## src/sv/jnps_pkg.sv

```systemverilog
// Shared types and constants for the nine-point Jacobi stencil sweep core.
package jnps_pkg;

    // Configuration port
    localparam int ADDR_W    = 5;
    localparam int DATA_W    = 32;
    localparam int REG_IDX_W = 3;

    localparam logic [REG_IDX_W-1:0] REG_COEF_X      = 3'd0;
    localparam logic [REG_IDX_W-1:0] REG_COEF_Y      = 3'd1;
    localparam logic [REG_IDX_W-1:0] REG_COEF_DIAG   = 3'd2;
    localparam logic [REG_IDX_W-1:0] REG_SOURCE_GAIN = 3'd3;
    localparam logic [REG_IDX_W-1:0] REG_GRID_WIDTH  = 3'd4;
    localparam logic [REG_IDX_W-1:0] REG_GRID_HEIGHT = 3'd5;

    // Register widths and reset values
    localparam int COEF_W = 32;
    localparam int GW_W   = 11;
    localparam int GH_W   = 13;

    localparam logic signed [COEF_W-1:0] COEF_X_RESET      = 32'sd214748365;
    localparam logic signed [COEF_W-1:0] COEF_Y_RESET      = 32'sd214748365;
    localparam logic signed [COEF_W-1:0] COEF_DIAG_RESET   = 32'sd53687091;
    localparam logic signed [COEF_W-1:0] SOURCE_GAIN_RESET = 32'sd0;
    localparam logic [GW_W-1:0]          GRID_WIDTH_RESET  = 11'd1024;
    localparam logic [GH_W-1:0]          GRID_HEIGHT_RESET = 13'd4096;

    // Smallest grid side, border included
    localparam int GRID_MIN = 3;

    // Coefficients are Q2.30
    localparam int FRAC_BITS = 30;

    // Result buffer
    localparam int OUT_DEPTH = 8;
    localparam int OUT_PTR_W = 3;
    localparam int OUT_CNT_W = 4;

    // Per-item control carried down the pipeline
    typedef struct packed {
        logic produce;
        logic last;
    } jnps_tag_t;

endpackage

```

## src/sv/jnps_window.sv

```systemverilog
// 3x3 window shift and neighbor pre-sums for the nine-point stencil.
module jnps_window #(
    parameter int SB = 32
) (
    input  logic                 clk,
    input  logic                 rst_n,
    input  logic                 v_in,
    input  jnps_pkg::jnps_tag_t  tag_in,
    input  logic signed [SB-1:0] above,
    input  logic signed [SB-1:0] mid,
    input  logic signed [SB-1:0] cur,
    input  logic signed [SB-1:0] src_prev,
    output logic                 v_out,
    output jnps_pkg::jnps_tag_t  tag_out,
    output logic signed [SB:0]   sum_x,
    output logic signed [SB:0]   sum_y,
    output logic signed [SB+1:0] sum_diag,
    output logic signed [SB-1:0] centre_src,
    output logic signed [SB-1:0] centre_old
);

    // Column a becomes the left column, column b the centre column after the shift
    logic signed [SB-1:0] col_a_reg [3];
    logic signed [SB-1:0] col_b_reg [3];
    logic signed [SB-1:0] src_lag_reg;

    logic                 v_reg;
    jnps_pkg::jnps_tag_t  tag_reg;
    logic signed [SB:0]   sum_x_reg;
    logic signed [SB:0]   sum_y_reg;
    logic signed [SB+1:0] sum_diag_reg;
    logic signed [SB-1:0] centre_src_reg;
    logic signed [SB-1:0] centre_old_reg;

    logic signed [SB:0]   sum_x_next;
    logic signed [SB:0]   sum_y_next;
    logic signed [SB+1:0] sum_diag_next;

    always_comb
    begin
        sum_x_next    = (SB+1)'(col_a_reg[1]) + (SB+1)'(mid);
        sum_y_next    = (SB+1)'(col_b_reg[0]) + (SB+1)'(col_b_reg[2]);
        sum_diag_next = (SB+2)'(col_a_reg[0]) + (SB+2)'(above)
                      + (SB+2)'(col_a_reg[2]) + (SB+2)'(cur);
    end

    always_ff @(posedge clk or negedge rst_n)
    begin
        if (!rst_n)
        begin
            v_reg   <= 1'b0;
            tag_reg <= '0;
        end
        else
        begin
            v_reg   <= v_in;
            tag_reg <= tag_in;
        end
    end

    always_ff @(posedge clk)
    begin
        if (v_in)
        begin
            col_a_reg[0]   <= col_b_reg[0];
            col_a_reg[1]   <= col_b_reg[1];
            col_a_reg[2]   <= col_b_reg[2];
            col_b_reg[0]   <= above;
            col_b_reg[1]   <= mid;
            col_b_reg[2]   <= cur;
            src_lag_reg    <= src_prev;
            sum_x_reg      <= sum_x_next;
            sum_y_reg      <= sum_y_next;
            sum_diag_reg   <= sum_diag_next;
            centre_src_reg <= src_lag_reg;
            centre_old_reg <= col_b_reg[1];
        end
    end

    assign v_out      = v_reg;
    assign tag_out    = tag_reg;
    assign sum_x      = sum_x_reg;
    assign sum_y      = sum_y_reg;
    assign sum_diag   = sum_diag_reg;
    assign centre_src = centre_src_reg;
    assign centre_old = centre_old_reg;

endmodule

```

## config.mk

```make
export PLATFORM = sky130hd
export DESIGN_NAME = jnps_window
export DESIGN_NICKNAME = d
export VERILOG_FILES = /design/src/sv/jnps_pkg.sv /design/src/sv/jnps_window.sv
export SDC_FILE = /design/constraint.sdc
export NUM_CORES = 1
export LEC_CHECK = 0
export BUFFER_PORTS_ARGS = -buffer_cell sky130_fd_sc_hd__buf_2
export CORE_ASPECT_RATIO = 1.1
export CORE_MARGIN = 1.5
export CORE_UTILIZATION = 59
export CTS_BUF_LIST = sky130_fd_sc_hd__clkbuf_4
export DETAILED_ROUTE_END_ITERATION = 8
export GPL_ROUTABILITY_DRIVEN = 0
export GPL_TIMING_DRIVEN = 0
export PLACE_DENSITY = 0.83
export SLEW_MARGIN = 5
export SYNTH_ARGS = -nofsm -noshare
export SYNTH_HDL_FRONTEND = slang
export SYNTH_SLANG_ARGS = --single-unit
```

## constraint.sdc

```tcl
create_clock -name clk -period 4.45 [get_ports clk]
set_input_delay 0.89 -clock clk [delete_from_list [all_inputs] [get_ports clk]]
set_output_delay 0.89 -clock clk [all_outputs]
set_load 0.01 [all_outputs]
```

==> results.tsv <==
metric	value	unit
fin nets	2089	
CP max FO	4	
Tmin final	4.17	ns
Worst setup EP type	register	
Gate Count Post-Synth	1397	
ys async rst share	0.836	%
Initial Utilization	60.0	%
CTS tree	yes	
CP startpoint	above[1]	
GR Util All Layers	24.7	%
clk_skew	0.0369	ns
Non-Filler Cell Area, Final	21600	um^2
number of global-route vias before repair	12700	
CP required	4.90	ns
Unique masters post-synth	77	
Main synth FF type	edfxtp_1	
clock buffer count from CTS	90	
area occupied by multi-input gates	6460	um^2
worst slack at placement	-0.503	ns
RSZ-0062 raised after global routing	false	
syn avg cell area	13.1	um^2
layout filler cell count	2136	
Synth-to-Final Area Change	17.8	%
max FFs per register	96	
syn_nets	1694	
port buffer count	299	
DRC violations left	0	
clk root buf	clkbuf_4	
synthesized flop and latch total	359	
max_cap viols	0	
Area after DPL	20400	um^2
GRT overflow	0	
outcome	finished, final reports clean	
Die Height	188	um
power per cell area	477	nW/um^2
share of the clock period used by the worst path after layout	93.8	%
Worst-Skew Late Latency	0.73	ns
final setup vio count	0	
io pins	300	
share of cells above drive strength 1	26.5	%
hold_sp	tag_in[0]	
routed length per instance	17.2	um
Core Region	30500	um^2
relative slew slack	18.7	%
Post-synth EDFFs	356	
Post-Syn Area	18300	um^2
Die X	171	um
max frequency	0.240	GHz
final hold violation count	0	
row count	67	
HP Class	primary input to register	
Slew Limit Fails	0	
Slew @ Worst Pin	1.20	ns
Reg area	10800	um^2
initial antenna violation count	5	
Reg clk slew, reported paths	0.06	ns
DR vias/cell	5.50	
routed vias	12500	
Post-CTS Setup Inserts	0	
fin worst setup slack	0.277	ns
Sink Count	359	
Post-DP HPWL	29000	um
post-synth top area share	58.4	%
hold path cells	1	
TritonRoute pass-1 iters	8	
synth top area cells	edfxtp_1 (58%), fa_1 (7.3%), ha_1 (6.6%), inv_1 (4.1%), a21oi_1 (2.6%)	
Final ANT Viol Nets	0	
crit start category	primary input	
R2R Path Start	col_a_reg[0][1]	
Final Total Pwr	0.0103	W
critical path type	primary input to register	
Seq/Total Area, Yosys	58.8	%
non-filler cells, final	2274	
first-pass GRT wire length	61500	um
pin count of the biggest net entering global routing	130	
DRT iter0 DRCs	974	
Pleak	9.55	nW
Routed WL	39000	um
commonest non-fill, non-tap cell in the layout	edfxtp_1	
clk buf depth	3	
worst path arrival time	4.62	ns
H-tree levels	3	
biggest area consumer among synthesized cells	edfxtp_1	
Worst VDD drop	0.251	mV
post-placement cell count	2113	
die area	32100	um^2
commonest non-fill, non-tap cells in the layout	edfxtp_1 (356), buf_2 (301), inv_1 (199)	
final core occ	70.6	%
cells on worst reg2reg path	13	
Yosys Warn Count	0	
-- report_power, final --
group / internal (W) / switching [W]
Sequential: 0.00434 / 0.000134
Combinational: 0.00124 / 0.00185
Clock: 0.00142 / 0.00130
-- layer usage --
metal	part of all wire (%)	up-vias	track usage [%]	wire (um)
li1	-	5843	-	-
met1	38	5959	29.5	15000
met4	3.7	0	12.4	1430
met3	7.3	125	5.04	2860
met2	51	582	42.5	19700
met5	0	-	0	0
-- critical path, cell delays in order --
cell	delay (ns)
buf_2	0.08
inv_1	0.05
fa_1	0.53
inv_1	0.07
fa_1	0.47
ha_1	0.26
fa_1	0.44
a211oi_1	0.43
o21ai_0	0.20
o21a_1	0.19
a2111oi_4	0.47
o21a_1	0.27
o21ai_0	0.11
xor2_1	0.15
-- path summary, 6_finish.rpt --
check / end / slack, ns
max: sum_diag[25] / 0.28
min: tag_out[0] / 0.31
max reg2reg: sum_diag[25] / 0.29
min reg2reg: centre_old[26] / 0.41
max in group asynchronous: tag_out[0] / 3.80
min in group asynchronous: v_out / 0.54
-- cell usage after synthesis (3+ instances only) --
cell / instances
a211o_1: 5
a211oi_1: 7
a21o_1: 52
a21oi_1: 94
a311oi_1: 3
a31o_2: 3
a31oi_1: 12
and2_1: 4
and3_1: 14
buf_2: 3
buf_4: 33
clkbuf_1: 18
dfrtp_1: 3
edfxtp_1: 356
fa_1: 67
ha_1: 97
inv_1: 199
nand2_1: 77
nand2b_1: 4
nand3_1: 28
nand4_1: 20
nor2_1: 42
nor2b_1: 10
nor3_1: 11
nor3b_1: 4
o2111a_1: 3
o211ai_1: 3
o21a_1: 18
o21ai_0: 36
o21ai_1: 5
o21bai_1: 11
o221ai_1: 3
o22ai_1: 4
o31a_1: 3
o31ai_1: 6
or3_1: 6
xnor2_1: 51
xor2_1: 31
-- cell families (layout without fill, tap and decap cells) --
logic type               count (synthesis)  after routing  synth area share, %
flip-flops                             359            359                 58.8
XOR/XNOR                                82             82                 3.92
adder cells (fa/ha/maj)                164            164                 14.0
buffers and inverters                  256            714                 5.95
other                                    0              5                    0
AND/OR/NAND/NOR                        237            237                 6.47
multiplexers                             1              1               0.0547
AO/OA/AOI/OAI                          298            298                 10.8
-- area by class of cell --
class / instances / area share (%)
clock buffers: 133 / 4.63
well taps: 414 / 2.40
diodes: 5 / 0.0580
flip-flops and latches: 359 / 49.9
multi-input cells: 782 / 30.0
repair buffers: 303 / 7.42
plain buffers: 57 / 1.59
clock inverters: 22 / 0.522
inverters: 199 / 3.47
-- what timing repair did --
action / in CTS / in global routing
setup endpoints to repair: 0 / 2
endpoints found under the hold margin: 3 / 0
hold buffers: 1 / 0
gates resized for setup: 0 / 1
-- metrics by stage --
step / hold WS, ns / setup TNS, ns
global route: 0.243 / 0
CTS: 0.235 / 0
global placement: 0.400 / -842.11
finish: 0.310 / 0
detailed placement: 0.405 / -2.80
floorplan: 0.400 / 0
Power figures use the tool's default switching activity.
