## src/sv/jnps_pkg.sv

```systemverilog
// Shared types and constants for the nine-point Jacobi stencil sweep core.
package jnps_pkg;

    // Configuration port
    localparam int ADDR_W    = 5;
    localparam int DATA_W    = 32;
    localparam int REG_IDX_W = 3;

    localparam logic [REG_IDX_W-1:0] REG_COEF_X      = 3'd0;
    localparam logic [REG_IDX_W-1:0] REG_COEF_Y      = 3'd1;
    localparam logic [REG_IDX_W-1:0] REG_COEF_DIAG   = 3'd2;
    localparam logic [REG_IDX_W-1:0] REG_SOURCE_GAIN = 3'd3;
    localparam logic [REG_IDX_W-1:0] REG_GRID_WIDTH  = 3'd4;
    localparam logic [REG_IDX_W-1:0] REG_GRID_HEIGHT = 3'd5;

    // Register widths and reset values
    localparam int COEF_W = 32;
    localparam int GW_W   = 11;
    localparam int GH_W   = 13;

    localparam logic signed [COEF_W-1:0] COEF_X_RESET      = 32'sd214748365;
    localparam logic signed [COEF_W-1:0] COEF_Y_RESET      = 32'sd214748365;
    localparam logic signed [COEF_W-1:0] COEF_DIAG_RESET   = 32'sd53687091;
    localparam logic signed [COEF_W-1:0] SOURCE_GAIN_RESET = 32'sd0;
    localparam logic [GW_W-1:0]          GRID_WIDTH_RESET  = 11'd1024;
    localparam logic [GH_W-1:0]          GRID_HEIGHT_RESET = 13'd4096;

    // Smallest grid side, border included
    localparam int GRID_MIN = 3;

    // Coefficients are Q2.30
    localparam int FRAC_BITS = 30;

    // Result buffer
    localparam int OUT_DEPTH = 8;
    localparam int OUT_PTR_W = 3;
    localparam int OUT_CNT_W = 4;

    // Per-item control carried down the pipeline
    typedef struct packed {
        logic produce;
        logic last;
    } jnps_tag_t;

endpackage

```

## src/sv/jnps_out_buf.sv

```systemverilog
// Result buffer: small register FIFO between the arithmetic pipeline and the result channel.
module jnps_out_buf #(
    parameter int DW = 95
) (
    input  logic          clk,
    input  logic          rst_n,
    input  logic          push,
    input  logic [DW-1:0] push_data,
    input  logic          pop,
    output logic          head_valid,
    output logic [DW-1:0] head_data
);

    logic [DW-1:0]                      slot_reg [jnps_pkg::OUT_DEPTH];
    logic [jnps_pkg::OUT_PTR_W-1:0]     wr_ptr_reg;
    logic [jnps_pkg::OUT_PTR_W-1:0]     rd_ptr_reg;
    logic [jnps_pkg::OUT_CNT_W-1:0]     count_reg;
    logic [jnps_pkg::OUT_CNT_W-1:0]     count_next;

    always_comb
    begin
        count_next = count_reg;
        if (push && !pop)
        begin
            count_next = count_reg + 1'b1;
        end
        else if (pop && !push)
        begin
            count_next = count_reg - 1'b1;
        end
    end

    always_ff @(posedge clk or negedge rst_n)
    begin
        if (!rst_n)
        begin
            wr_ptr_reg <= '0;
            rd_ptr_reg <= '0;
            count_reg  <= '0;
        end
        else
        begin
            if (push)
            begin
                wr_ptr_reg <= wr_ptr_reg + 1'b1;
            end
            if (pop)
            begin
                rd_ptr_reg <= rd_ptr_reg + 1'b1;
            end
            count_reg <= count_next;
        end
    end

    always_ff @(posedge clk)
    begin
        if (push)
        begin
            slot_reg[wr_ptr_reg] <= push_data;
        end
    end

    assign head_valid = (count_reg != '0);
    assign head_data  = slot_reg[rd_ptr_reg];

endmodule

```

## config.mk

```make
export PLATFORM = sky130hd
export DESIGN_NAME = jnps_out_buf
export DESIGN_NICKNAME = d
export VERILOG_FILES = /design/src/sv/jnps_pkg.sv /design/src/sv/jnps_out_buf.sv
export SDC_FILE = /design/constraint.sdc
export NUM_CORES = 1
export LEC_CHECK = 0
export BUFFER_PORTS_ARGS = -buffer_cell sky130_fd_sc_hd__buf_4
export CAP_MARGIN = 30
export CORE_AREA = 2 2 248 250
export CTS_CLUSTER_DIAMETER = 50
export DETAILED_ROUTE_END_ITERATION = 12
export DIE_AREA = 0 0 250 252
export GPL_ROUTABILITY_DRIVEN = 0
export PLACE_DENSITY = 0.67
export SLEW_MARGIN = 30
export SYNTH_ARGS = -nofsm -noshare
export SYNTH_HDL_FRONTEND = slang
export SYNTH_SLANG_ARGS = --single-unit
```

## constraint.sdc

```tcl
create_clock -name clk -period 20.3 [get_ports clk]
set_input_delay 2.03 -clock clk [delete_from_list [all_inputs] [get_ports clk]]
set_output_delay 2.03 -clock clk [all_outputs]
set_load 0.01 [all_outputs]
```

==> run summary <==
### Placed design
- **Cells after DPL** 2102
- **worst slack at placement** 15.40 ns
- **area post-placement** 32200 um2
- **number of buffer cells added on primary ports** 194
- **Detailed Place HPWL** 29.37 mm

### Yosys
- **mean post-synth cell area** 25.79 um2
- **post-synthesis compound-gate area fraction** 0.001384
- **syn_nets** 1262
- **count of unique library cells instantiated by Yosys** 27
- **area fraction of the dominant cell type after synthesis** 0.7647
- **largest cells by area after synthesis** sky130_fd_sc_hd__edfxtp_1, sky130_fd_sc_hd__mux4_1, sky130_fd_sc_hd__mux2_2, sky130_fd_sc_hd__dfrtp_1, sky130_fd_sc_hd__buf_6
- **xor and xnor area share after synthesis** 0.001761
- **post-synth top area cell** sky130_fd_sc_hd__edfxtp_1
- **Adder-Cell Fraction of Synth Area** 0.002767
- **Synthesis Warnings** 0
- **synthesized cell area** 29840 um2
- **share of cell area taken by muxes after synthesis** 0.2045
- **fraction of the yosys area taken by sequential cells** 0.7731
- **flip-flop and latch count after synthesis** 770
- **post-synthesis simple-gate area fraction** 0.003941
- **main combinational cell family by area after synthesis** multiplexers
- **synthesized netlist cell count** 1157

### Detailed routing
- **Via-to-Cell Ratio** 5.738
- **number of DRC markers in iteration 0** 906
- **count of nets left with antenna violations after detail routing** 0
- **Via Count** 12900
- **final wirelength** 56.98 mm
- **total DRC errors in the routed layout** 0
- **routed length per instance** 25.35 um
- **total iterations of the first detailed-routing run** 7

### STA
- **final hold viol count** 0
- **Final Max Slew Viols** 0
- **fin crit share** 0.2729
- **maximum clock skew at final layout** 0.01303 ns
- **RSZ-0062 raised after global routing** no
- **Hold Worst Slack** 0.5296 ns
- **final setup violation count** 0
- **final critical-path setup slack** 14.76 ns
- **Max Freq** 180.5 MHz
- **Tmin final** 5.541 ns
- **transition at the pin with the smallest max-transition slack** 0.9619 ns
- **headroom to the max-slew limit** 0.3587
- **Setup TNS** 0 ns

### Finish
- **share of post-route cells with drive strength above 1** 0.3017
- **commonest non-fill, non-tap cell in the layout** sky130_fd_sc_hd__edfxtp_1
- **highest-count cells in the layout ignoring fill and taps** sky130_fd_sc_hd__edfxtp_1, sky130_fd_sc_hd__buf_4, sky130_fd_sc_hd__mux4_1
- **Post-Layout Inst Area** 34820 um2
- **max reg flops** 760
- **final cell count without fillers** 2248
- **Net count, final** 1511
- **area grow syn2layout** 16.68%

### Floorplanning
- **starting density of the core** 0.4963
- **FP Rows** 90
- **chip height** 252 um
- **die span in x** 250 um
- **number of top-level pins** 195
- **total die area** 63000 um2
- **Core Region** 60130 um2

### Clocking
- **CTS sink count** 770
- **setup bufs post-CTS** 0
- **clock input transition at the sequential cells of the worst setup and hold paths** 0.06 ns
- **CTS H-tree depth** 3
- **root buffer selected by CTS** sky130_fd_sc_hd__clkbuf_16
- **CTS Buf Count** 81
- **number of buffers between clock root and the deepest sink** 3
- **clock latency at the later pin of the worst-skew pair** 0.61 ns
- **CTS tree** built
- **post-cts hold buffer count** 0
- **number of resized instances in the post-cts repair step** 0

### GRT
- **aggregate global routing overflow** 0
- **vias in the first global route** 13350
- **initial antenna violation count** 3
- **global-route usage over all layers** 0.1812
- **first-pass GRT wire length** 84.12 mm
- **pin count of the biggest net entering global routing** 109

### Run
- **number of maximum-capacitance violations** 0

### Power and ir drop
- **Leakage** 0.01186 uW
- **power density normalized to cell area** 141.5 nW/um2
- **maximum VDD drop** 0.0001013 V

### Worst hold path
- **type of the tightest min-delay check** reg -> reg

### Setup path
- **worst endpoint data arrival time** 3.51 ns
- **element type at the critical path end** output pin
- **required time of the critical path** 18.27 ns
- **worst-path maximum fanout** 108
- **CP startpoint kind** flop
- **critical path class** reg -> out

### Status
- **outcome** completed

==> kinds of logic (layout without fill, tap and decap cells) <==
kind of cell | after synthesis | count (layout)
xor+xnor | 6 | 6
compound gates | 6 | 6
fa+ha+maj | 6 | 6
buf+inv | 56 | 364
flops | 770 | 770
other cells | 0 | 1
mux | 289 | 289
simple gates | 24 | 24
==> power by group <==
part           total, uW  internal (uW)  switching, uW
Combinational       1420            738            680
Clock               1410            824            581
Sequential          2110           2000            109
Total               4930           3560           1370
==> cells in the mapped netlist <==
cell type	instances
sky130_fd_sc_hd__nand3b_1	1
sky130_fd_sc_hd__nor2_1	6
sky130_fd_sc_hd__nand2b_1	3
sky130_fd_sc_hd__fa_1	1
sky130_fd_sc_hd__nand3_1	2
sky130_fd_sc_hd__edfxtp_1	760
sky130_fd_sc_hd__xnor2_1	4
sky130_fd_sc_hd__mux4_1	189
sky130_fd_sc_hd__mux2i_1	1
sky130_fd_sc_hd__buf_6	21
sky130_fd_sc_hd__o211ai_1	2
sky130_fd_sc_hd__a2111o_1	1
sky130_fd_sc_hd__ha_1	5
sky130_fd_sc_hd__inv_1	2
sky130_fd_sc_hd__xor2_1	2
sky130_fd_sc_hd__mux4_2	1
sky130_fd_sc_hd__or3_1	1
sky130_fd_sc_hd__a21oi_1	2
sky130_fd_sc_hd__mux2_2	98
sky130_fd_sc_hd__buf_2	6
sky130_fd_sc_hd__nor3_1	3
sky130_fd_sc_hd__buf_1	12
sky130_fd_sc_hd__o21ai_0	1
sky130_fd_sc_hd__clkbuf_1	15
sky130_fd_sc_hd__or4_1	2
sky130_fd_sc_hd__dfrtp_1	10
sky130_fd_sc_hd__nand2_1	6
==> per-stage QoR <==
stage / utilization / power, uW
6_report: 0.5791 / 4928
5_1_grt: 0.5790 / 5145
4_1_cts: 0.5777 / 5000
3_5_place_dp: 0.5354 / 3590
3_3_place_gp: 0.5347 / 3561
2_1_floorplan: - / 3043
==> worst paths after layout <==
| kind | from | end | slack, ns | cells past startpoint |
|---|---|---|---|---|
| max in group asynchronous | rst_n | rd_ptr_reg[0]$_DFFE_PN0P_ | 18.88 | 1 |
| setup reg to reg | wr_ptr_reg[0]$_DFFE_PN0P_ | slot_reg[6][48]$_DFFE_PP_ | 17.67 | 5 |
| min in group asynchronous | rst_n | count_reg[3]$_DFFE_PN0P_ | 1.24 | 1 |
| hold / removal | count_reg[2]$_DFFE_PN0P_ | count_reg[2]$_DFFE_PN0P_ | 0.53 | 2 |
| setup / recovery | rd_ptr_reg[0]$_DFFE_PN0P_ | head_data[53] | 14.76 | 4 |
| hold reg to reg | count_reg[2]$_DFFE_PN0P_ | count_reg[2]$_DFFE_PN0P_ | 0.53 | 2 |
==> cell type report <==
cell class	count	area (um2)
clock inverter	37	316.6
tap	782	978.4
sequential	770	23080
multi-input combinational	331	6451
clock buffer	105	2222
timing repair buffer	220	1759
fill	4320	25310
antenna	1	2.502
inverter	2	7.507
==> routing by layer <==
| layer | GRT usage | share of wire | wire length [um] |
|---|---|---|---|
| met1 | 0.2403 | 0.42 | 24010 |
| met2 | 0.3032 | 0.50 | 28500 |
| met3 | 0.04622 | 0.059 | 3350 |
| met4 | 0.04585 | 0.019 | 1088 |
| met5 | 0 | 0.00047 | 27 |
==> critical path, stage by stage, from the launching register on <==
cell and delay [ns]:
sky130_fd_sc_hd__dfrtp_4 0.93, sky130_fd_sc_hd__buf_12 0.52, sky130_fd_sc_hd__mux4_1 0.66, sky130_fd_sc_hd__mux2_2 0.32, sky130_fd_sc_hd__buf_4 0.15
Note: power is estimated with default switching activity, not from simulation.
